### src/hdl/dggp_pkg.sv
// Shared types and constants of the depth-to-ground-grid projection block.
// Used by the channel interfaces and by every module under hdl/.
package dggp_pkg;

  // Size limits of the block.
  localparam int MAX_GRID_DIM  = 4096;
  localparam int MAX_IMAGE_DIM = 1024;

  // Field widths.
  localparam int PIX_W    = 10;
  localparam int DEPTH_W  = 16;
  localparam int CELL_W   = 12;
  localparam int INV_W    = 24;
  localparam int CTR_W    = 16;
  localparam int CPM_W    = 10;
  localparam int GSIZE_W  = 13;
  localparam int CFG_W    = 24;
  localparam int NUM_REGS = 8;
  localparam int CFG_IDX_W = $clog2(NUM_REGS);

  // Center registers carry six fraction bits.
  localparam int CTR_FRAC = 6;

  // Nearest accepted depth is max / NEAR_RATIO (0.05 of the maximum).
  localparam int NEAR_RATIO = 20;
  localparam int NEAR_W     = DEPTH_W + 5;

  // Arithmetic widths of one lane.
  localparam int MAG_W  = CTR_W;                 // |64*pix - ctr|
  localparam int M1_W   = MAG_W + DEPTH_W;       // mag * depth
  localparam int P_W    = M1_W + INV_W;          // mag * depth * inv
  localparam int P_FRAC = 30;
  localparam int U_W    = P_W - P_FRAC + CPM_W;  // floor(p * cpm / 2^30)

  // Division by 1000 in two reciprocal steps: the upper chunk, then the
  // remainder joined to the lower chunk. Each reciprocal is rounded up and
  // exact over its input range.
  localparam int DIV_K  = 1000;
  localparam int REM_W  = 10;
  localparam int LO_W   = 18;
  localparam int HI_W   = U_W - LO_W;
  localparam int M_HI_W = 19;
  localparam int S_HI   = HI_W + REM_W;
  localparam logic [M_HI_W-1:0] M_HI = M_HI_W'(268436);     // ceil(2^28 / 1000)
  localparam int QH_W   = 9;
  localparam int N_W    = REM_W + LO_W;
  localparam int M_LO_W = 29;
  localparam int S_LO   = N_W + REM_W;
  localparam logic [M_LO_W-1:0] M_LO = M_LO_W'(274877907);  // ceil(2^38 / 1000)
  localparam int Q_W    = QH_W + LO_W;
  localparam int S_W    = Q_W + 2;

  // Stages of the lane pipeline and depth of the front-to-back queue.
  localparam int LANE_STAGES = 7;
  localparam int QUEUE_DEPTH = 2;

  typedef enum logic [CFG_IDX_W-1:0] {
    CFG_INV_FOCAL_X     = 3'd0,
    CFG_INV_FOCAL_Y     = 3'd1,
    CFG_CTR_COL         = 3'd2,
    CFG_CTR_ROW         = 3'd3,
    CFG_MAX_DISTANCE_MM = 3'd4,
    CFG_CELLS_PER_METRE = 3'd5,
    CFG_GRID_WIDTH      = 3'd6,
    CFG_GRID_HEIGHT     = 3'd7
  } cfg_idx_e;

  typedef struct packed {
    logic [INV_W-1:0]   inv_focal_x;
    logic [INV_W-1:0]   inv_focal_y;
    logic [CTR_W-1:0]   ctr_col;
    logic [CTR_W-1:0]   ctr_row;
    logic [DEPTH_W-1:0] max_distance_mm;
    logic [CPM_W-1:0]   cells_per_metre;
    logic [GSIZE_W-1:0] grid_width;
    logic [GSIZE_W-1:0] grid_height;
  } cfg_t;

  localparam cfg_t CFG_RESET = '{
    inv_focal_x:     INV_W'(65536),
    inv_focal_y:     INV_W'(65536),
    ctr_col:         CTR_W'(10240),
    ctr_row:         CTR_W'(7680),
    max_distance_mm: DEPTH_W'(3000),
    cells_per_metre: CPM_W'(100),
    grid_width:      GSIZE_W'(512),
    grid_height:     GSIZE_W'(512)
  };

  // Signed lateral offset of one axis, as sign and magnitude.
  typedef struct packed {
    logic [MAG_W-1:0] mag;
    logic             neg;
  } axis_t;

  // Classified pixel, handed from the front to the back.
  typedef struct packed {
    axis_t              ax_x;
    axis_t              ax_y;
    logic [DEPTH_W-1:0] depth;
    logic               in_range;
  } item_t;

  // Placement of one axis.
  typedef struct packed {
    logic [CELL_W-1:0] pos;
    logic              in_grid;
  } lane_res_t;

endpackage

### src/hdl/dggp_if.sv
// Valid/ready channel interfaces for the pixel input and the cell result.
// Depends on dggp_pkg for the field widths.
interface dggp_pixel_if;
  logic                         valid;
  logic                         ready;
  logic [dggp_pkg::PIX_W-1:0]   pixel_x;
  logic [dggp_pkg::PIX_W-1:0]   pixel_y;
  logic [dggp_pkg::DEPTH_W-1:0] depth_mm;
  logic                         depth_valid;

  modport source (output valid, pixel_x, pixel_y, depth_mm, depth_valid, input ready);
  modport sink   (input valid, pixel_x, pixel_y, depth_mm, depth_valid, output ready);
endinterface


### src/hdl/dggp_front.sv
// Front end: accepts pixel beats, range-checks them and forms signed offsets.
// Depends on dggp_pkg and dggp_pixel_if.
module dggp_front (
  input  logic                 clk_i,
  input  logic                 rst_ni,
  input  dggp_pkg::cfg_t       cfg_i,
  dggp_pixel_if.sink           pix_i,
  output logic                 valid_o,
  input  logic                 ready_i,
  output dggp_pkg::item_t      item_o
);

  logic            valid_q;
  dggp_pkg::item_t item_q;
  dggp_pkg::item_t item_d;
  logic            take;

  function automatic dggp_pkg::axis_t offset(input logic [dggp_pkg::PIX_W-1:0] px,
                                             input logic [dggp_pkg::CTR_W-1:0] ctr);
    logic [dggp_pkg::CTR_W-1:0] p64;
    dggp_pkg::axis_t            a;
    p64   = dggp_pkg::CTR_W'(px) << dggp_pkg::CTR_FRAC;
    a.neg = p64 < ctr;
    a.mag = a.neg ? (ctr - p64) : (p64 - ctr);
    return a;
  endfunction

  logic [dggp_pkg::NEAR_W-1:0] near_scaled;

  always_comb begin
    near_scaled    = dggp_pkg::NEAR_W'(pix_i.depth_mm) * dggp_pkg::NEAR_W'(dggp_pkg::NEAR_RATIO);
    item_d.ax_x    = offset(pix_i.pixel_x, cfg_i.ctr_col);
    item_d.ax_y    = offset(pix_i.pixel_y, cfg_i.ctr_row);
    item_d.depth   = pix_i.depth_mm;
    item_d.in_range = pix_i.depth_valid
        && (32'(pix_i.pixel_x) < 32'(dggp_pkg::MAX_IMAGE_DIM))
        && (32'(pix_i.pixel_y) < 32'(dggp_pkg::MAX_IMAGE_DIM))
        && (pix_i.depth_mm <= cfg_i.max_distance_mm)
        && (near_scaled >= dggp_pkg::NEAR_W'(cfg_i.max_distance_mm));
  end

  // Take a new beat whenever the holding register is empty or drains.
  assign take        = !valid_q || ready_i;
  assign pix_i.ready = take;

  always_ff @(posedge clk_i or negedge rst_ni) begin
    if (!rst_ni) begin
      valid_q <= 1'b0;
    end else if (take) begin
      valid_q <= pix_i.valid;
    end
  end

  always_ff @(posedge clk_i) begin
    if (take && pix_i.valid) begin
      item_q <= item_d;
    end
  end

  assign valid_o = valid_q;
  assign item_o  = item_q;

endmodule

### src/flat_wrapper.sv
// flat-port wrapper written by rule: the top's interface ports become plain ports
module dggp_front_flat 
  (clk_i, rst_ni, cfg_i, valid_o, ready_i, item_o, pix_i_valid, pix_i_pixel_x, pix_i_pixel_y, pix_i_depth_mm, pix_i_depth_valid, pix_i_ready);
  dggp_pixel_if pix_i_i ();
  input  logic clk_i;
  input  logic rst_ni;
  input  dggp_pkg::cfg_t cfg_i;
  output logic valid_o;
  input  logic ready_i;
  output dggp_pkg::item_t item_o;
  input wire logic [$bits(pix_i_i.valid)-1:0] pix_i_valid;
  input wire logic [$bits(pix_i_i.pixel_x)-1:0] pix_i_pixel_x;
  input wire logic [$bits(pix_i_i.pixel_y)-1:0] pix_i_pixel_y;
  input wire logic [$bits(pix_i_i.depth_mm)-1:0] pix_i_depth_mm;
  input wire logic [$bits(pix_i_i.depth_valid)-1:0] pix_i_depth_valid;
  output wire logic [$bits(pix_i_i.ready)-1:0] pix_i_ready;
  assign pix_i_i.valid = pix_i_valid;
  assign pix_i_i.pixel_x = pix_i_pixel_x;
  assign pix_i_i.pixel_y = pix_i_pixel_y;
  assign pix_i_i.depth_mm = pix_i_depth_mm;
  assign pix_i_i.depth_valid = pix_i_depth_valid;
  assign pix_i_ready = pix_i_i.ready;
  dggp_front u_core (.clk_i(clk_i), .rst_ni(rst_ni), .cfg_i(cfg_i), .pix_i(pix_i_i), .valid_o(valid_o), .ready_i(ready_i), .item_o(item_o));
endmodule
### config.mk
export PLATFORM = sky130hd
export DESIGN_NAME = dggp_front_flat
export DESIGN_NICKNAME = d
export VERILOG_FILES = /design/src/hdl/dggp_pkg.sv /design/src/hdl/dggp_if.sv /design/src/hdl/dggp_front.sv /design/src/flat_wrapper.sv
export SDC_FILE = /design/constraint.sdc
export NUM_CORES = 1
export LEC_CHECK = 0
export ABC_CLOCK_PERIOD_IN_PS = 3020
export BUFFER_PORTS_ARGS = -buffer_cell sky130_fd_sc_hd__clkbuf_2
export CORE_UTILIZATION = 40
export DETAILED_ROUTE_END_ITERATION = 7
export PLACE_DENSITY = 0.68
export SYNTH_ARGS = -nofsm -noshare
export SYNTH_HDL_FRONTEND = slang
export SYNTH_SLANG_ARGS = --single-unit
### constraint.sdc
create_clock -name clk_i -period 3.02 [get_ports clk_i]
set_clock_uncertainty 0.05 [all_clocks]
set_input_delay 0.151 -clock clk_i [delete_from_list [all_inputs] [get_ports clk_i]]
set_output_delay 0.151 -clock clk_i [all_outputs]
set_load 0.01 [all_outputs]
==> results.yml <==
outcome:
  status: "complete, but fails checks"
  violations: "negative setup slack"
setup_path:
  crit_path_end_kind: "flip-flop"
  worstSetupStartpoint: "pix_i_depth_mm[2]"
  r2r-start: "u_core.valid_o"
  r2r-end: "u_core.item_o[8]"
  critPathLaunchType: "primary input"
  rrSetupSlack_ps: 1280
  crit_end: "u_core.item_o[0]"
  path_max_fanout: 4
  crit_type: "primary input to flip-flop"
  r2r.worst_path.cells: 3
  required_ps: 3010
  worstPathArrival_ps: 3330
timing:
  rsz0062_at_grt: "true"
  slew_headroom_pct: 54.5
  fmax_mhz: 299
  period_share_pct: 111
  worst-slew-pin-transition_ps: 666
  finalWorstSetupSlack_ps: -322
  setup_violations: 1
  finalHoldViolCount: 0
  maxSlewViolCount: 0
  post-route-min-period_ps: 3340
synthesis:
  mappedNetlistNets: 808
  yosysTopAreaCell: "edfxtp_1"
  synth_area_leaders: "edfxtp_1, ha_1, inv_1, xnor2_1, a21oi_1"
  ys.flop_type: "edfxtp_1"
  ys_seq_elements: 52
  yosysWarnings: 0
  syn_avg_cell_area_sq_um: 9.59
  synthDistinctLibCells: 62
  synth_area_sq_um: 5140
  yosysTopAreaCellShare_pct: 29.8
  synth-edff-count: 51
  ys_seq_area_share_pct: 30.3
  synthCells: 536
  synth_async_sr_flop_share_pct: 1.92
floorplanning:
  core_sq_um: 12600
  die_w_microns: 115
  ios: 226
  die_y_microns: 115
  start_util_pct: 40.9
  rows: 41
  dieArea_sq_um: 13300
routing:
  antenna_left: 0
  totalWireLength_mm: 12.8
  via_per_inst: 5.17
  drc_errors: 0
  drt_iter0_drc: 209
  drt-wirelength-per-cell_microns: 14.3
  vias: 4592
  first_pass_iters: 5
clock_network:
  h-tree-depth: 2
  clockBufferDepth: 2
  cts_buffers: 5
  cts.sinks: 52
  root_buffer: "clkbuf_16"
  cts_tree: "built"
  clk_pin_slew_worst_paths_ps: 80
  clock_latency_ps: 280
global_routing:
  grt_use_total_pct: 19.3
  grt_pass1_vias: 4385
  gr-usage-met1_pct: 24.6
  grt_start_max_net_pins: 27
  gr-usage-met3_pct: 2.16
  top_usage_layer: "met2"
  grtUsageMet2_pct: 34.6
  antenna_found_initial: 0
  overflow: 0
  grt_pass1_wl_mm: 20.2
power_and_ir_drop:
  seqPwrFrac_pct: 35.4
  p_clk_share_pct: 22.5
  p_per_area_nw_per_um2: 394
  p_total_w: 0.00259
  switching_share_pct: 33.9
  combPwrFrac_pct: 42.2
  internal-power_w: 0.00171
  p_switching_w: 0.000878
  p_leak_nw: 3.25
  peakVddDrop_mv: 0.238
final_layout:
  diodes: 0
  area_delta_synth_final_pct: 28.1
  fill_cells: 1129
  design_area_sq_um: 6590
  final_cell_mix: "clkbuf_2, ha_1, inv_1"
  layout-drive-gt1-share_pct: 30.1
  nets: 988
  layout_commonest_cell: "clkbuf_2"
place:
  pre_cts_ws_ps: -802
  hpwl_mm: 10.7
  post_dp_cell_area_sq_um: 6380
  portBuffers: 141
  gp_congestion: 0.865
min_path:
  hp-class: "primary input to flip-flop"
run:
  cap_violations: 0
-- metrics by stage --
stage	setup TNS (ps)	instances	hold WS [ps]	util, %
after global routing	-519	889	22.5	52.4
after floorplan	-408	536	-195	-
after global placement	-636	877	-125	50.7
after CTS	-316	888	20.7	52.3
after detailed placement	-802	877	-123	50.7
final	-322	889	29.7	52.4
-- per-layer routing --
metal	wire length (microns)	up-vias
met2	6260	142
met4	92	0
met1	5870	2123
met5	0	-
met3	537	8
li1	-	2319
-- worst min path at each step --
stage                startpoint        endpoint  slack (ps)  depth (start not counted)
floorplan                rst_ni  u_core.valid_o        -190                          0
global placement         rst_ni  u_core.valid_o        -120                          1
detailed placement       rst_ni  u_core.valid_o        -120                          1
CTS                 pix_i_valid  u_core.valid_o          20                          2
global route        pix_i_valid  u_core.valid_o          20                          2
finish              pix_i_valid  u_core.valid_o          30                          2
-- flip-flops by register name (all words and copies together), names as in the netlist --
register	count
u_core.valid_o	1
u_core.item_o	51
-- cells in the mapped netlist, types with 5 or more instances --
cell type / number
a2111oi_0: 5
a21o_1: 20
a21oi_1: 38
a31oi_1: 6
edfxtp_1: 51
ha_1: 96
inv_1: 66
nand2_1: 23
nand2b_1: 12
nand3_1: 10
nand4_1: 5
nor2_1: 25
nor2b_1: 8
nor3_1: 13
o21a_1: 7
o21ai_0: 24
o21ai_1: 9
or3_1: 5
xnor2_1: 22
xor2_1: 14
-- power groups by stage --
stage	clock [W]	combinational, W	sequential, W
floorplan	0	0.000664	0.000968
global placement	0	0.00104	0.000930
CTS	0.000608	0.00109	0.000918
global route	0.000626	0.00121	0.000924
finish	0.000582	0.00109	0.000917
detailed placement	0	0.00107	0.000934
-- critical path, stage by stage --
cell and delay [ps]:
clkbuf_2 120, ha_1 310, inv_1 70, fa_2 400, nor2b_2 140, o31a_1 200
o21ai_2 80, a21oi_2 160, a21o_1 150, a21oi_2 60, xnor2_1 130, ha_2 190
a2111oi_2 180, and3_1 190, o211ai_1 90, a211o_1 300, a2111oi_2 280, a22oi_1 120
-- kinds of logic (layout without fill, tap and decap cells) --
kind of cell    after synthesis  after routing  synth area share (%)
compound gates              146            146                  19.4
simple gates                119            119                  12.4
fa+ha+maj                    99             99                  24.5
buf+inv                      77            258                  5.89
flops                        52             52                  30.3
xor+xnor                     36             36                  6.13
mux                           7              7                  1.44
-- final cells by class --
class / instances / area [sq um] / area share (%)
Inverter: 69 / 259 / 3.93
Tap cell: 172 / 215 / 3.27
Multi-Input combinational cell: 407 / 3370 / 51.1
Sequential cell: 52 / 1560 / 23.6
Clock buffer: 6 / 129 / 1.96
Timing Repair Buffer: 181 / 1040 / 15.8
Clock inverter: 2 / 16.3 / 0.247
-- timing repair --
item / CTS / global route
hold endpoints to repair: 1 / 0
hold buffers: 1 / 0
pin swaps: 10 / 2
endpoints found under the setup margin: 1 / 1
buffers inserted: 2 / 1
resized for setup: 8 / 0
Power figures use the tool's default switching activity.
