File: src/hdl/dggp_pkg.sv
// Shared types and constants of the depth-to-ground-grid projection block.
// Used by the channel interfaces and by every module under hdl/.
package dggp_pkg;

  // Size limits of the block.
  localparam int MAX_GRID_DIM  = 4096;
  localparam int MAX_IMAGE_DIM = 1024;

  // Field widths.
  localparam int PIX_W    = 10;
  localparam int DEPTH_W  = 16;
  localparam int CELL_W   = 12;
  localparam int INV_W    = 24;
  localparam int CTR_W    = 16;
  localparam int CPM_W    = 10;
  localparam int GSIZE_W  = 13;
  localparam int CFG_W    = 24;
  localparam int NUM_REGS = 8;
  localparam int CFG_IDX_W = $clog2(NUM_REGS);

  // Center registers carry six fraction bits.
  localparam int CTR_FRAC = 6;

  // Nearest accepted depth is max / NEAR_RATIO (0.05 of the maximum).
  localparam int NEAR_RATIO = 20;
  localparam int NEAR_W     = DEPTH_W + 5;

  // Arithmetic widths of one lane.
  localparam int MAG_W  = CTR_W;                 // |64*pix - ctr|
  localparam int M1_W   = MAG_W + DEPTH_W;       // mag * depth
  localparam int P_W    = M1_W + INV_W;          // mag * depth * inv
  localparam int P_FRAC = 30;
  localparam int U_W    = P_W - P_FRAC + CPM_W;  // floor(p * cpm / 2^30)

  // Division by 1000 in two reciprocal steps: the upper chunk, then the
  // remainder joined to the lower chunk. Each reciprocal is rounded up and
  // exact over its input range.
  localparam int DIV_K  = 1000;
  localparam int REM_W  = 10;
  localparam int LO_W   = 18;
  localparam int HI_W   = U_W - LO_W;
  localparam int M_HI_W = 19;
  localparam int S_HI   = HI_W + REM_W;
  localparam logic [M_HI_W-1:0] M_HI = M_HI_W'(268436);     // ceil(2^28 / 1000)
  localparam int QH_W   = 9;
  localparam int N_W    = REM_W + LO_W;
  localparam int M_LO_W = 29;
  localparam int S_LO   = N_W + REM_W;
  localparam logic [M_LO_W-1:0] M_LO = M_LO_W'(274877907);  // ceil(2^38 / 1000)
  localparam int Q_W    = QH_W + LO_W;
  localparam int S_W    = Q_W + 2;

  // Stages of the lane pipeline and depth of the front-to-back queue.
  localparam int LANE_STAGES = 7;
  localparam int QUEUE_DEPTH = 2;

  typedef enum logic [CFG_IDX_W-1:0] {
    CFG_INV_FOCAL_X     = 3'd0,
    CFG_INV_FOCAL_Y     = 3'd1,
    CFG_CTR_COL         = 3'd2,
    CFG_CTR_ROW         = 3'd3,
    CFG_MAX_DISTANCE_MM = 3'd4,
    CFG_CELLS_PER_METRE = 3'd5,
    CFG_GRID_WIDTH      = 3'd6,
    CFG_GRID_HEIGHT     = 3'd7
  } cfg_idx_e;

  typedef struct packed {
    logic [INV_W-1:0]   inv_focal_x;
    logic [INV_W-1:0]   inv_focal_y;
    logic [CTR_W-1:0]   ctr_col;
    logic [CTR_W-1:0]   ctr_row;
    logic [DEPTH_W-1:0] max_distance_mm;
    logic [CPM_W-1:0]   cells_per_metre;
    logic [GSIZE_W-1:0] grid_width;
    logic [GSIZE_W-1:0] grid_height;
  } cfg_t;

  localparam cfg_t CFG_RESET = '{
    inv_focal_x:     INV_W'(65536),
    inv_focal_y:     INV_W'(65536),
    ctr_col:         CTR_W'(10240),
    ctr_row:         CTR_W'(7680),
    max_distance_mm: DEPTH_W'(3000),
    cells_per_metre: CPM_W'(100),
    grid_width:      GSIZE_W'(512),
    grid_height:     GSIZE_W'(512)
  };

  // Signed lateral offset of one axis, as sign and magnitude.
  typedef struct packed {
    logic [MAG_W-1:0] mag;
    logic             neg;
  } axis_t;

  // Classified pixel, handed from the front to the back.
  typedef struct packed {
    axis_t              ax_x;
    axis_t              ax_y;
    logic [DEPTH_W-1:0] depth;
    logic               in_range;
  } item_t;

  // Placement of one axis.
  typedef struct packed {
    logic [CELL_W-1:0] pos;
    logic              in_grid;
  } lane_res_t;

endpackage

File: src/hdl/dggp_queue.sv
// Short queue between front and back end of the projection block.
// Depends on dggp_pkg.
module dggp_queue (
  input  logic            clk_i,
  input  logic            rst_ni,
  input  logic            in_valid_i,
  output logic            in_ready_o,
  input  dggp_pkg::item_t in_item_i,
  output logic            out_valid_o,
  input  logic            out_ready_i,
  output dggp_pkg::item_t out_item_o
);

  localparam int PTR_W = $clog2(dggp_pkg::QUEUE_DEPTH);
  localparam int CNT_W = $clog2(dggp_pkg::QUEUE_DEPTH + 1);

  dggp_pkg::item_t   slot_q [dggp_pkg::QUEUE_DEPTH];
  logic [PTR_W-1:0]  wr_ptr_q, rd_ptr_q;
  logic [CNT_W-1:0]  count_q;
  logic              push, pop;

  assign in_ready_o  = count_q != CNT_W'(dggp_pkg::QUEUE_DEPTH);
  assign out_valid_o = count_q != '0;
  assign push        = in_valid_i && in_ready_o;
  assign pop         = out_ready_i && out_valid_o;
  assign out_item_o  = slot_q[rd_ptr_q];

  function automatic logic [PTR_W-1:0] advance(input logic [PTR_W-1:0] p);
    return (32'(p) == dggp_pkg::QUEUE_DEPTH - 1) ? '0 : p + PTR_W'(1);
  endfunction

  always_ff @(posedge clk_i or negedge rst_ni) begin
    if (!rst_ni) begin
      wr_ptr_q <= '0;
      rd_ptr_q <= '0;
      count_q  <= '0;
    end else begin
      if (push) wr_ptr_q <= advance(wr_ptr_q);
      if (pop)  rd_ptr_q <= advance(rd_ptr_q);
      if (push && !pop) begin
        count_q <= count_q + CNT_W'(1);
      end else if (pop && !push) begin
        count_q <= count_q - CNT_W'(1);
      end
    end
  end

  always_ff @(posedge clk_i) begin
    if (push) begin
      slot_q[wr_ptr_q] <= in_item_i;
    end
  end

endmodule

File: config.mk
export PLATFORM = sky130hd
export DESIGN_NAME = dggp_queue
export DESIGN_NICKNAME = d
export VERILOG_FILES = /design/src/hdl/dggp_pkg.sv /design/src/hdl/dggp_queue.sv
export SDC_FILE = /design/constraint.sdc
export NUM_CORES = 1
export LEC_CHECK = 0
export BUFFER_PORTS_ARGS = -buffer_cell sky130_fd_sc_hd__buf_2
export CAP_MARGIN = 40
export CORE_MARGIN = 2
export CORE_UTILIZATION = 52
export CTS_CLUSTER_DIAMETER = 60
export CTS_CLUSTER_SIZE = 30
export DETAILED_ROUTE_END_ITERATION = 8
export PLACE_DENSITY = 0.9
export SETUP_SLACK_MARGIN = 0.3
export SYNTH_ARGS = -nofsm -noshare
export SYNTH_HDL_FRONTEND = slang
export SYNTH_SLANG_ARGS = --single-unit
File: constraint.sdc
create_clock -name clk_i -period 3.9 [get_ports clk_i]
set_input_delay 0.975 -clock clk_i [delete_from_list [all_inputs] [get_ports clk_i]]
set_output_delay 0.975 -clock clk_i [all_outputs]
set_load 0.05 [all_outputs]
==> results of run 1 <==
==> through the flow <==
stage	power (mW)	hold slack [ns]	util (%)
after floorplan	3.42	0.456	-
after global placement	3.65	0.477	61.2
after detailed placement	3.68	0.499	61.2
after CTS	4.37	0.403	63.8
after global routing	4.50	0.401	63.8
final	4.33	0.424	63.9
==> placed cells by master (no fill, tap or decap), types with 3 or more instances in the layout <==
cell type / n
xnor2_1: 3
mux2_4: 49
edfxtp_1: 102
dfrtp_1: 3
clkbuf_8: 9
buf_2: 107
==> cell families after synthesis <==
family / Yosys count / share of synthesized area (%)
flip-flops: 106 / 76.7
multiplexers: 51 / 18.4
adder cells (fa/ha/maj): 1 / 0.303
XOR/XNOR: 5 / 1.06
buffers and inverters: 7 / 2.79
AND/OR/NAND/NOR: 7 / 0.819
==> worst max path at each step <==
stage,startpoint,to,cells after the start
5_1_grt,rd_ptr_q$_DFFE_PN0P_,out_item_o[30],3
2_1_floorplan,in_valid_i,slot_q[0][0]$_DFFE_PP_,2
6_report,rd_ptr_q$_DFFE_PN0P_,out_item_o[30],3
3_5_place_dp,rd_ptr_q$_DFFE_PN0P_,out_item_o[30],3
4_1_cts,rd_ptr_q$_DFFE_PN0P_,out_item_o[30],3
3_3_place_gp,rd_ptr_q$_DFFE_PN0P_,out_item_o[30],3
==> final cells by class <==
type / instances / area, sq um / share of cell area (%)
Inverter: 1 / 3.75 / 0.0760
Timing Repair Buffer: 110 / 571 / 11.6
Multi-Input combinational cell: 64 / 857 / 17.4
Tap cell: 102 / 128 / 2.59
Antenna cell: 1 / 2.50 / 0.0507
Clock inverter: 5 / 80.1 / 1.62
Clock buffer: 10 / 128 / 2.59
Sequential cell: 106 / 3170 / 64.2
==> per-layer routing <==
| metal | track usage, % | routed length, um | up-vias |
|---|---|---|---|
| li1 | - | - | 917 |
| met1 | 16.9 | 2560 | 958 |
| met2 | 23.9 | 3160 | 74 |
| met3 | 3.95 | 408 | 3 |
| met4 | 5.15 | 29 | 0 |
| met5 | 0 | 0 | - |
==> worst register-to-register path: stages, from the launching register on <==
cell,delay [ns]
dfrtp_1,0.41
nand2b_1,0.16
and3_2,0.64
buf_4,0.44
==> registers in the layout (all words and copies together) (netlist names) <==
name and count:
count_q 2, slot_q 102, rd_ptr_q 1, wr_ptr_q 1
==> synthesized netlist by cell type (all sizes together) <==
cell    instances  area (sq um)
or2             1          6.26
nand2b          1          6.26
nand2           2          7.51
mux2           51           758
and3            1          6.26
buf             6           111
dfrtp           4           100
nor2            2          7.51
xnor2           3          26.3
inv             1          3.75
edfxtp        102          3060
ha              1          12.5
xor2            2          17.5
==> report_power, final <==
part	total (mW)	switching, mW	leakage [nW]	internal, mW
clock	0.692	0.334	0.100	0.358
combinational	1.92	1.28	0.899	0.640
sequential	1.71	0.150	0.993	1.56
total	4.33	1.77	1.99	2.56
==> results.txt, run 1 <==
----------------------------------------------------
[STA]
  Fin Setup TNS ... 0 ns
  Final worst setup slack ... 0.903 ns
  Max Freq ... 334 MHz
  Count of endpoints failing setup in the final report ... 0
  Post-route clock period utilization ... 76.8%
  Worst relative slew slack ... 54.8%
  Final Skew ... 0.00809 ns
  Unrepaired setup endpoints after global routing ... false
  Clock period minus final worst setup slack ... 3.00 ns
  Count of final max-slew check failures ... 0
  Number of failing hold endpoints at the final stage ... 0
  Transition time at the pin with the least slew margin ... 0.678 ns

[Synthesis]
  Synth warn ... 0
  Number of nets produced by synthesis ... 233
  Number of unique standard cell types used by synthesis ... 15
  Number of register bits inferred by synthesis ... 106
  Avg Inst Size Synth ... 23.3 sq um
  Count of mapped cells out of synthesis ... 177
  Seq/Total Area, Yosys ... 76.7%
  Post-Syn Area ... 0.00413 sq mm

[Clock tree]
  Quantity of gates resized following cts ... 0
  Clock tree sinks ... 106
  Number of levels the H-tree was split into ... 3
  Clock root cell ... clkbuf_8
  Maximum clock insertion buffer count ... 2
  Latest clock arrival within the worst-skew pair ... 0.34 ns
  Clock-pin slew reported for the worst setup and hold paths after clock tree synthesis ... 0.09 ns
  Clock tree from TritonCTS ... built
  TritonCTS Buffers ... 9
  Hold-fix buffers at CTS ... 0
  # Post-CTS Setup Buffers ... 0

[Place]
  Routability cong. ... 0.695
  Placed standard-cell area ... 0.00473 sq mm
  Half-perimeter wire length after placement ... 4060 um
  Inst Count DP ... 383
  Port Buffer Count ... 107
  Worst-case setup slack after placement ... 1.28 ns

[Critical path]
  Required time reported for the critical path endpoint ... 2.92 ns
  Classification of the worst setup path ... register to output port
  Worst R2R Path Depth ... 3
  Critical Path Source Type ... register
  Reg2Reg Setup Slack ... 1.91 ns
  Stage delay of the slowest cell on the critical path ... 0.78 ns
  Type of element capturing the critical path ... output port
  Maximum net fanout on the critical path ... 28
  Crit-path leading delay family ... flip-flops
  Critical Path Slowest Stage Cell ... dfrtp_4
  Chain of cells forming the critical path ... buf_12 -> mux2_2 -> buf_2
  Crit path DAT ... 2.02 ns
  WP buf/inv ... 2
  Critical register-to-register path startpoint ... count_q[0]$_DFFE_PN0P_
  End of the worst register-to-register path ... slot_q[1][30]$_DFFE_PP_

[Die]
  Horiz. Die Dim ... 93.1 um
  Die area ... 0.00866 sq mm
  Ports placed on the boundary ... 108
  Initial core utilization ... 53.4%
  Die height ... 93.1 um
  Core Box Area ... 0.00773 sq mm
  Number of cell rows ... 32

[Detailed routing]
  Via count of the routed design ... 1952
  # DRC ... 0
  Total detailed-routing wirelength ... 6160 um
  Vias per inst ... 4.89
  Number of routed nets with antenna violations ... 0
  Number of detailed-route iterations in the first pass ... 4
  DR WL/cell ... 15.4 um
  Number of design-rule violations left by the first detailed-router iteration ... 57

[Layout]
  Post-route standard cell area excluding fillers ... 0.00494 sq mm
  Ratio of cells with drive above 1 in the final layout ... 59.8%
  Number of filler cells placed in the layout ... 546
  Final cell count without fillers ... 399
  Number of nets in the finished design ... 348
  Layout overhead on the synthesized area ... 19.6%

[Global routing]
  GRT Residual Overflow ... 0
  Vias in the first global route ... 1932
  GRT Util Overall ... 13.9%
  Initial antenna violation count ... 1
  Maximum number of pins on one net before global-route repair ... 52
  Wire length of the first global-routing pass ... 9040 um

[Run]
  Max-Cap Viols ... 0

[Min path]
  Worst min-delay path class ... input pin to asynchronous set/reset pin

[Pwr]
  Leakage Power ... 1.99 nW
  Power density relative to cell area ... 876 mW/mm^2
  VDD IR max ... 780 uV

[Run status]
  Result of the run ... finished, final reports clean

----------------------------------------------------
Power figures use the tool's default switching activity.
==> run 2, diff against run 1 <==
--- a/config.mk
+++ b/config.mk
@@ -8,11 +8,11 @@
 export BUFFER_PORTS_ARGS = -buffer_cell sky130_fd_sc_hd__buf_2
 export CAP_MARGIN = 40
 export CORE_MARGIN = 2
-export CORE_UTILIZATION = 52
+export CORE_UTILIZATION = 47
 export CTS_CLUSTER_DIAMETER = 60
 export CTS_CLUSTER_SIZE = 30
 export DETAILED_ROUTE_END_ITERATION = 8
-export PLACE_DENSITY = 0.9
+export PLACE_DENSITY = 0.86
 export SETUP_SLACK_MARGIN = 0.3
 export SYNTH_ARGS = -nofsm -noshare
 export SYNTH_HDL_FRONTEND = slang
==> constraint.sdc (replaced) <==
create_clock -name clk_i -period 2.6 [get_ports clk_i]
set_input_delay 0.65 -clock clk_i [delete_from_list [all_inputs] [get_ports clk_i]]
set_output_delay 0.65 -clock clk_i [all_outputs]
set_load 0.05 [all_outputs]
==> run 2 against run 1 <==
- register-to-register slack got worse by 0.84 ns
- sequential share of layout area fell by 6.8 points
- critical path depth rose by 1
- sequential power rose by 44%
- count of clock-buffer cells in the layout rose by 1
- combinational power rose by 100%
- via count rose by 2.7%
- largest power group unchanged
- global-route usage rose by 0.63 points
- first-iteration DRC count fell by 12%
==> results.txt, run 2 (same netlist as run 1, synthesis figures left out) <==
----------------------------------------------------
[Run status]
  Result of the run ... finished, final reports clean

[Detailed routing]
  Number of design-rule violations left by the first detailed-router iteration ... 50
  # DRC ... 0
  Via count of the routed design ... 2005
  Vias per inst ... 4.80
  DR WL/cell ... 16.6 um
  Number of detailed-route iterations in the first pass ... 4
  Total detailed-routing wirelength ... 6950 um
  Number of routed nets with antenna violations ... 0

[Global routing]
  GRT Residual Overflow ... 0
  Global-route met3 utilization ... 3.60%
  Maximum number of pins on one net before global-route repair ... 32
  Initial antenna violation count ... 0
  Fraction of met2 tracks used by global routing ... 24.7%
  Vias in the first global route ... 2039
  Most crowded layer after global routing ... met2
  GRT Util Overall ... 14.6%
  GR Util met1 ... 18.0%
  Wire length of the first global-routing pass ... 10500 um

[Clock tree]
  Hold-fix buffers at CTS ... 0
  Clock tree sinks ... 106
  TritonCTS Buffers ... 9
  Maximum clock insertion buffer count ... 2
  Clock root cell ... clkbuf_8
  Number of levels the H-tree was split into ... 3
  Clock-pin slew reported for the worst setup and hold paths after clock tree synthesis ... 0.09 ns
  Clock tree from TritonCTS ... built
  Latest clock arrival within the worst-skew pair ... 0.35 ns

[Layout]
  Layout overhead on the synthesized area ... 33.7%
  Ratio of cells with drive above 1 in the final layout ... 61.6%
  Leading cell type in the layout, fill and taps excluded ... edfxtp_1
  Number of nets in the finished design ... 361
  Highest-count cells in the layout ignoring fill and taps ... edfxtp_1, buf_2, buf_6, mux2_4, clkbuf_8
  Number of filler cells placed in the layout ... 611
  Registers with the highest flip-flop counts ... slot_q: 102 flops, count_q: 2 flops
  Share of the core filled with cells in the final layout ... 63.9%
  Area used by multi-input combinational logic ... 857 sq um
  Largest register FFs ... 102
  Seq. cell area ... 0.00317 sq mm
  ANT cells ... 0
  Register containing the most flip-flops in the final layout ... slot_q

[Die]
  Horiz. Die Dim ... 97.7 um
  Core Box Area ... 0.00864 sq mm
  Ports placed on the boundary ... 108
  Number of cell rows ... 34
  Die height ... 97.7 um
  Die area ... 0.00955 sq mm
  Initial core utilization ... 47.8%

[Pwr]
  Switching share of power ... 37.1%
  Power density relative to cell area ... 1390 mW/mm^2
  Share of total power in sequential cells ... 32.2%
  Clk pwr share ... 17.7%
  Net switching power ... 2.84 mW
  VDD IR max ... 940 uV
  Relative contribution of combinational cells to total power ... 50.2%
  Leakage Power ... 2.23 nW
  Internal ... 4.81 mW

[Critical path]
  Type of element capturing the critical path ... output port
  Classification of the worst setup path ... register to output port
  Required time reported for the critical path endpoint ... 1.95 ns
  Maximum net fanout on the critical path ... 6
  Critical register-to-register path startpoint ... count_q[0]$_DFFE_PN0P_
  Crit path from ... rd_ptr_q$_DFFE_PN0P_
  Crit path DAT ... 1.62 ns
  Critical Path Source Type ... register

[STA]
  Count of endpoints failing setup in the final report ... 0
  Worst slack on hold paths ... 0.0882 ns
  Unrepaired setup endpoints after global routing ... true
  Final Skew ... 0.00753 ns
  Post-route clock period utilization ... 87.4%
  Final worst setup slack ... 0.327 ns
  Number of failing hold endpoints at the final stage ... 0
  Clock period minus final worst setup slack ... 2.27 ns
  Max Freq ... 440 MHz
  Worst relative slew slack ... 75.9%
  Count of final max-slew check failures ... 0
  Fin Setup TNS ... 0 ns
  Transition time at the pin with the least slew margin ... 0.362 ns

[Min path]
  Worst min-delay path class ... input pin to asynchronous set/reset pin

[Place]
  Half-perimeter wire length after placement ... 4450 um
  Port Buffer Count ... 107
  Routability cong. ... 0.666
  Worst-case setup slack after placement ... 0.436 ns

[Run]
  Max-Cap Viols ... 0

----------------------------------------------------
[run 2: final cells by class]
type | count | share of cell area [%]
Tap cell | 108 | 2.45
Clock buffer | 11 | 2.38
Sequential cell | 106 | 57.4
Multi-Input combinational cell | 64 | 15.5
Timing Repair Buffer | 123 | 19.5
Inverter | 1 | 0.0680
Clock inverter | 5 | 2.72
[run 2: power groups by stage]
stage	sequential (mW)	clock [mW]	combinational, mW
6_report	2.46	1.35	3.84
5_1_grt	2.50	1.44	3.99
4_1_cts	2.46	1.38	3.74
3_5_place_dp	2.59	0	3.02
3_3_place_gp	2.57	0	2.98
2_1_floorplan	2.46	0	2.66
[run 2: critical path, stage by stage (launching register included)]
cell and delay (ns):
dfrtp_4 0.50, buf_12 0.16, clkbuf_16 0.16, mux2_4 0.30, buf_6 0.15
[run 2: final timing paths]
| path | to | slack, ns | cells after the start |
|---|---|---|---|
| max in group asynchronous | rd_ptr_q$_DFFE_PN0P_ | 2.38 | 1 |
| hold reg to reg | count_q[1]$_DFFE_PN0P_ | 0.50 | 1 |
| setup reg to reg | slot_q[1][47]$_DFFE_PP_ | 1.07 | 3 |
| min in group clk_i | slot_q[0][37]$_DFFE_PP_ | 0.48 | 1 |
| setup / recovery | out_item_o[15] | 0.33 | 4 |
| hold / removal | wr_ptr_q$_DFFE_PN0P_ | 0.09 | 1 |
[run 2: metrics by stage]
step           cell area (sq um)  total power, mW  instances
3_3_place_gp                4790             5.56        395
2_1_floorplan               4140             5.12        177
4_1_cts                     5450             7.58        417
6_report                    5520             7.64        418
3_5_place_dp                4790             5.61        395
5_1_grt                     5520             7.92        418
[run 2: layer usage]
metal | wire, um | share of wire, %
met2 | 3590 | 52
met3 | 367 | 5.3
met4 | 81 | 1.2
met5 | 0 | 0
met1 | 2900 | 42
[run 2: what timing repair did]
action | CTS | global route
resized for setup | 101 | 13
pin swaps | 0 | 0
setup endpoints to repair | 51 | 50
cloned | 0 | 1
setup buffers | 6 | 0
==> run 3, diff against run 2 <==
--- a/config.mk
+++ b/config.mk
@@ -13,6 +13,7 @@
 export CTS_CLUSTER_SIZE = 30
 export DETAILED_ROUTE_END_ITERATION = 8
 export PLACE_DENSITY = 0.86
+export RECOVER_POWER = 25
 export SETUP_SLACK_MARGIN = 0.3
 export SYNTH_ARGS = -nofsm -noshare
 export SYNTH_HDL_FRONTEND = slang
==> run 3 against run 2 <==
- first-iteration DRC count rose by 28%
- largest cell class unchanged
- total power decreased by 0.11%
- combinational power barely moved
- register-to-register slack barely moved
- clock skew barely moved
- via count down 0.50%
- largest power group unchanged
- utilization shrank 0.19 points
- cell count unchanged
- clock power barely moved
- die area unchanged
- sequential power is essentially flat
==> results.txt, run 3 (same netlist as run 1, synthesis figures left out) <==
----------------------------------------------------
[Layout]
  Leading cell type in the layout, fill and taps excluded ... edfxtp_1
  Ratio of cells with drive above 1 in the final layout ... 57.4%
  Number of nets in the finished design ... 361
  Register containing the most flip-flops in the final layout ... slot_q
  Post-route standard cell area excluding fillers ... 0.00550 sq mm
  Largest register FFs ... 102
  Share of the core filled with cells in the final layout ... 63.7%
  ANT cells ... 0
  Layout overhead on the synthesized area ... 33.3%
  Highest-count cells in the layout ignoring fill and taps ... edfxtp_1, buf_6, mux2_4, buf_2, clkbuf_1
  Registers with the highest flip-flop counts ... slot_q: 102 flops, count_q: 2 flops
  Final cell count without fillers ... 418

[Critical path]
  Classification of the worst setup path ... register to output port
  Maximum net fanout on the critical path ... 6
  Chain of cells forming the critical path ... buf_12 -> clkbuf_16 -> mux2_4 -> buf_6
  Crit-path leading delay family ... flip-flops
  Crit path DAT ... 1.62 ns
  Required time reported for the critical path endpoint ... 1.95 ns
  Stage delay of the slowest cell on the critical path ... 0.50 ns
  WP buf/inv ... 3
  Type of element capturing the critical path ... output port
  Critical Path Slowest Stage Cell ... dfrtp_4
  Critical Path Source Type ... register

[Detailed routing]
  Met1 Wirelength ... 2900 um
  Number of routed nets with antenna violations ... 0
  Uppermost metal layer occupied by signal nets ... met4
  Vias per inst ... 4.77
  # DRC ... 0
  Routed met3 length ... 334 um
  DR WL/cell ... 16.5 um
  Amount of wire on met2 after detailed routing ... 3580 um
  Number of detailed-route iterations in the first pass ... 4
  Number of design-rule violations left by the first detailed-router iteration ... 64
  Total detailed-routing wirelength ... 6890 um
  Via count of the routed design ... 1995

[Die]
  Ports placed on the boundary ... 108
  Horiz. Die Dim ... 97.7 um
  Core Box Area ... 0.00864 sq mm
  Die area ... 0.00955 sq mm
  Die height ... 97.7 um
  Initial core utilization ... 47.8%
  Number of cell rows ... 34

[Global routing]
  Vias in the first global route ... 2039
  Maximum number of pins on one net before global-route repair ... 32
  GRT Util Overall ... 14.6%
  GRT Residual Overflow ... 0
  Initial antenna violation count ... 0
  Wire length of the first global-routing pass ... 10500 um

[Min path]
  Worst min-delay path class ... input pin to asynchronous set/reset pin

[Pwr]
  Switching share of power ... 37.1%
  VDD IR max ... 940 uV
  Net switching power ... 2.83 mW
  Internal ... 4.80 mW
  Clk pwr share ... 17.6%
  Leakage Power ... 2.20 nW
  Share of total power in sequential cells ... 32.2%
  Relative contribution of combinational cells to total power ... 50.2%
  Power density relative to cell area ... 1390 mW/mm^2

[STA]
  Transition time at the pin with the least slew margin ... 0.356 ns
  Unrepaired setup endpoints after global routing ... true
  Count of final max-slew check failures ... 0
  Fin Setup TNS ... 0 ns
  Number of failing hold endpoints at the final stage ... 0
  Max Freq ... 440 MHz
  Worst relative slew slack ... 76.3%
  Final Skew ... 0.00782 ns
  Clock period minus final worst setup slack ... 2.27 ns
  Count of endpoints failing setup in the final report ... 0
  Post-route clock period utilization ... 87.4%

[Run]
  Max-Cap Viols ... 0

[Clock tree]
  Clock tree from TritonCTS ... built
  Latest clock arrival within the worst-skew pair ... 0.35 ns
  Clock root cell ... clkbuf_8
  Number of levels the H-tree was split into ... 3
  Clock-pin slew reported for the worst setup and hold paths after clock tree synthesis ... 0.09 ns
  Hold-fix buffers at CTS ... 0
  Clock tree sinks ... 106
  Maximum clock insertion buffer count ... 2
  TritonCTS Buffers ... 9

[Run status]
  Result of the run ... finished, final reports clean

[Place]
  Routability cong. ... 0.666
  Port Buffer Count ... 107
  Placed standard-cell area ... 0.00479 sq mm
  Half-perimeter wire length after placement ... 4450 um
  Inst Count DP ... 395

----------------------------------------------------
## run 3: layer usage
metal | GRT usage [%] | vias to the layer above
li1 | - | 943
met2 | 24.7 | 68
met5 | 0 | -
met4 | 6.09 | 0
met3 | 3.60 | 8
met1 | 18.0 | 976
## run 3: worst paths after layout
check                                        from  slack, ns                       to  cells after the start
min in group clk_i                  in_item_i[37]       0.48  slot_q[1][37]$_DFFE_PP_                      1
max in group asynchronous                  rst_ni       2.27     rd_ptr_q$_DFFE_PN0P_                      1
setup reg to reg           count_q[0]$_DFFE_PN0P_       1.07  slot_q[1][47]$_DFFE_PP_                      3
hold reg to reg            count_q[1]$_DFFE_PN0P_       0.50   count_q[1]$_DFFE_PN0P_                      1
setup / recovery             rd_ptr_q$_DFFE_PN0P_       0.33           out_item_o[15]                      4
hold / removal                             rst_ni       0.12     wr_ptr_q$_DFFE_PN0P_                      1
## run 3: repair_timing
| item | CTS | global route |
|---|---|---|
| setup endpoints to repair | 51 | 50 |
| gates cloned | 0 | 1 |
| buffers inserted | 6 | 0 |
| resized for setup | 101 | 13 |
## run 3: through the flow
step	total power [mW]	hold slack, ns	setup WS, ns
5_1_grt	7.92	0.107	0.273
3_5_place_dp	5.61	0.464	0.436
4_1_cts	7.58	0.0696	0.276
6_report	7.64	0.116	0.327
2_1_floorplan	5.12	0.354	0.316
3_3_place_gp	5.56	0.460	0.449
## run 3: layout make-up
cell class | instances | area [sq um]
fillers | 613 | 3130
multi-input cells | 64 | 857
clock inverters | 5 | 150
inverters | 1 | 3.75
clock buffers | 11 | 131
well taps | 108 | 135
flip-flops and latches | 106 | 3170
repair buffers | 123 | 1060
## run 3: power groups by stage
stage / registers (mW) / clock network (mW) / logic [mW]
6_report: 2.46 / 1.35 / 3.83
5_1_grt: 2.50 / 1.44 / 3.99
4_1_cts: 2.46 / 1.38 / 3.74
3_5_place_dp: 2.59 / 0 / 3.02
3_3_place_gp: 2.57 / 0 / 2.98
2_1_floorplan: 2.46 / 0 / 2.66
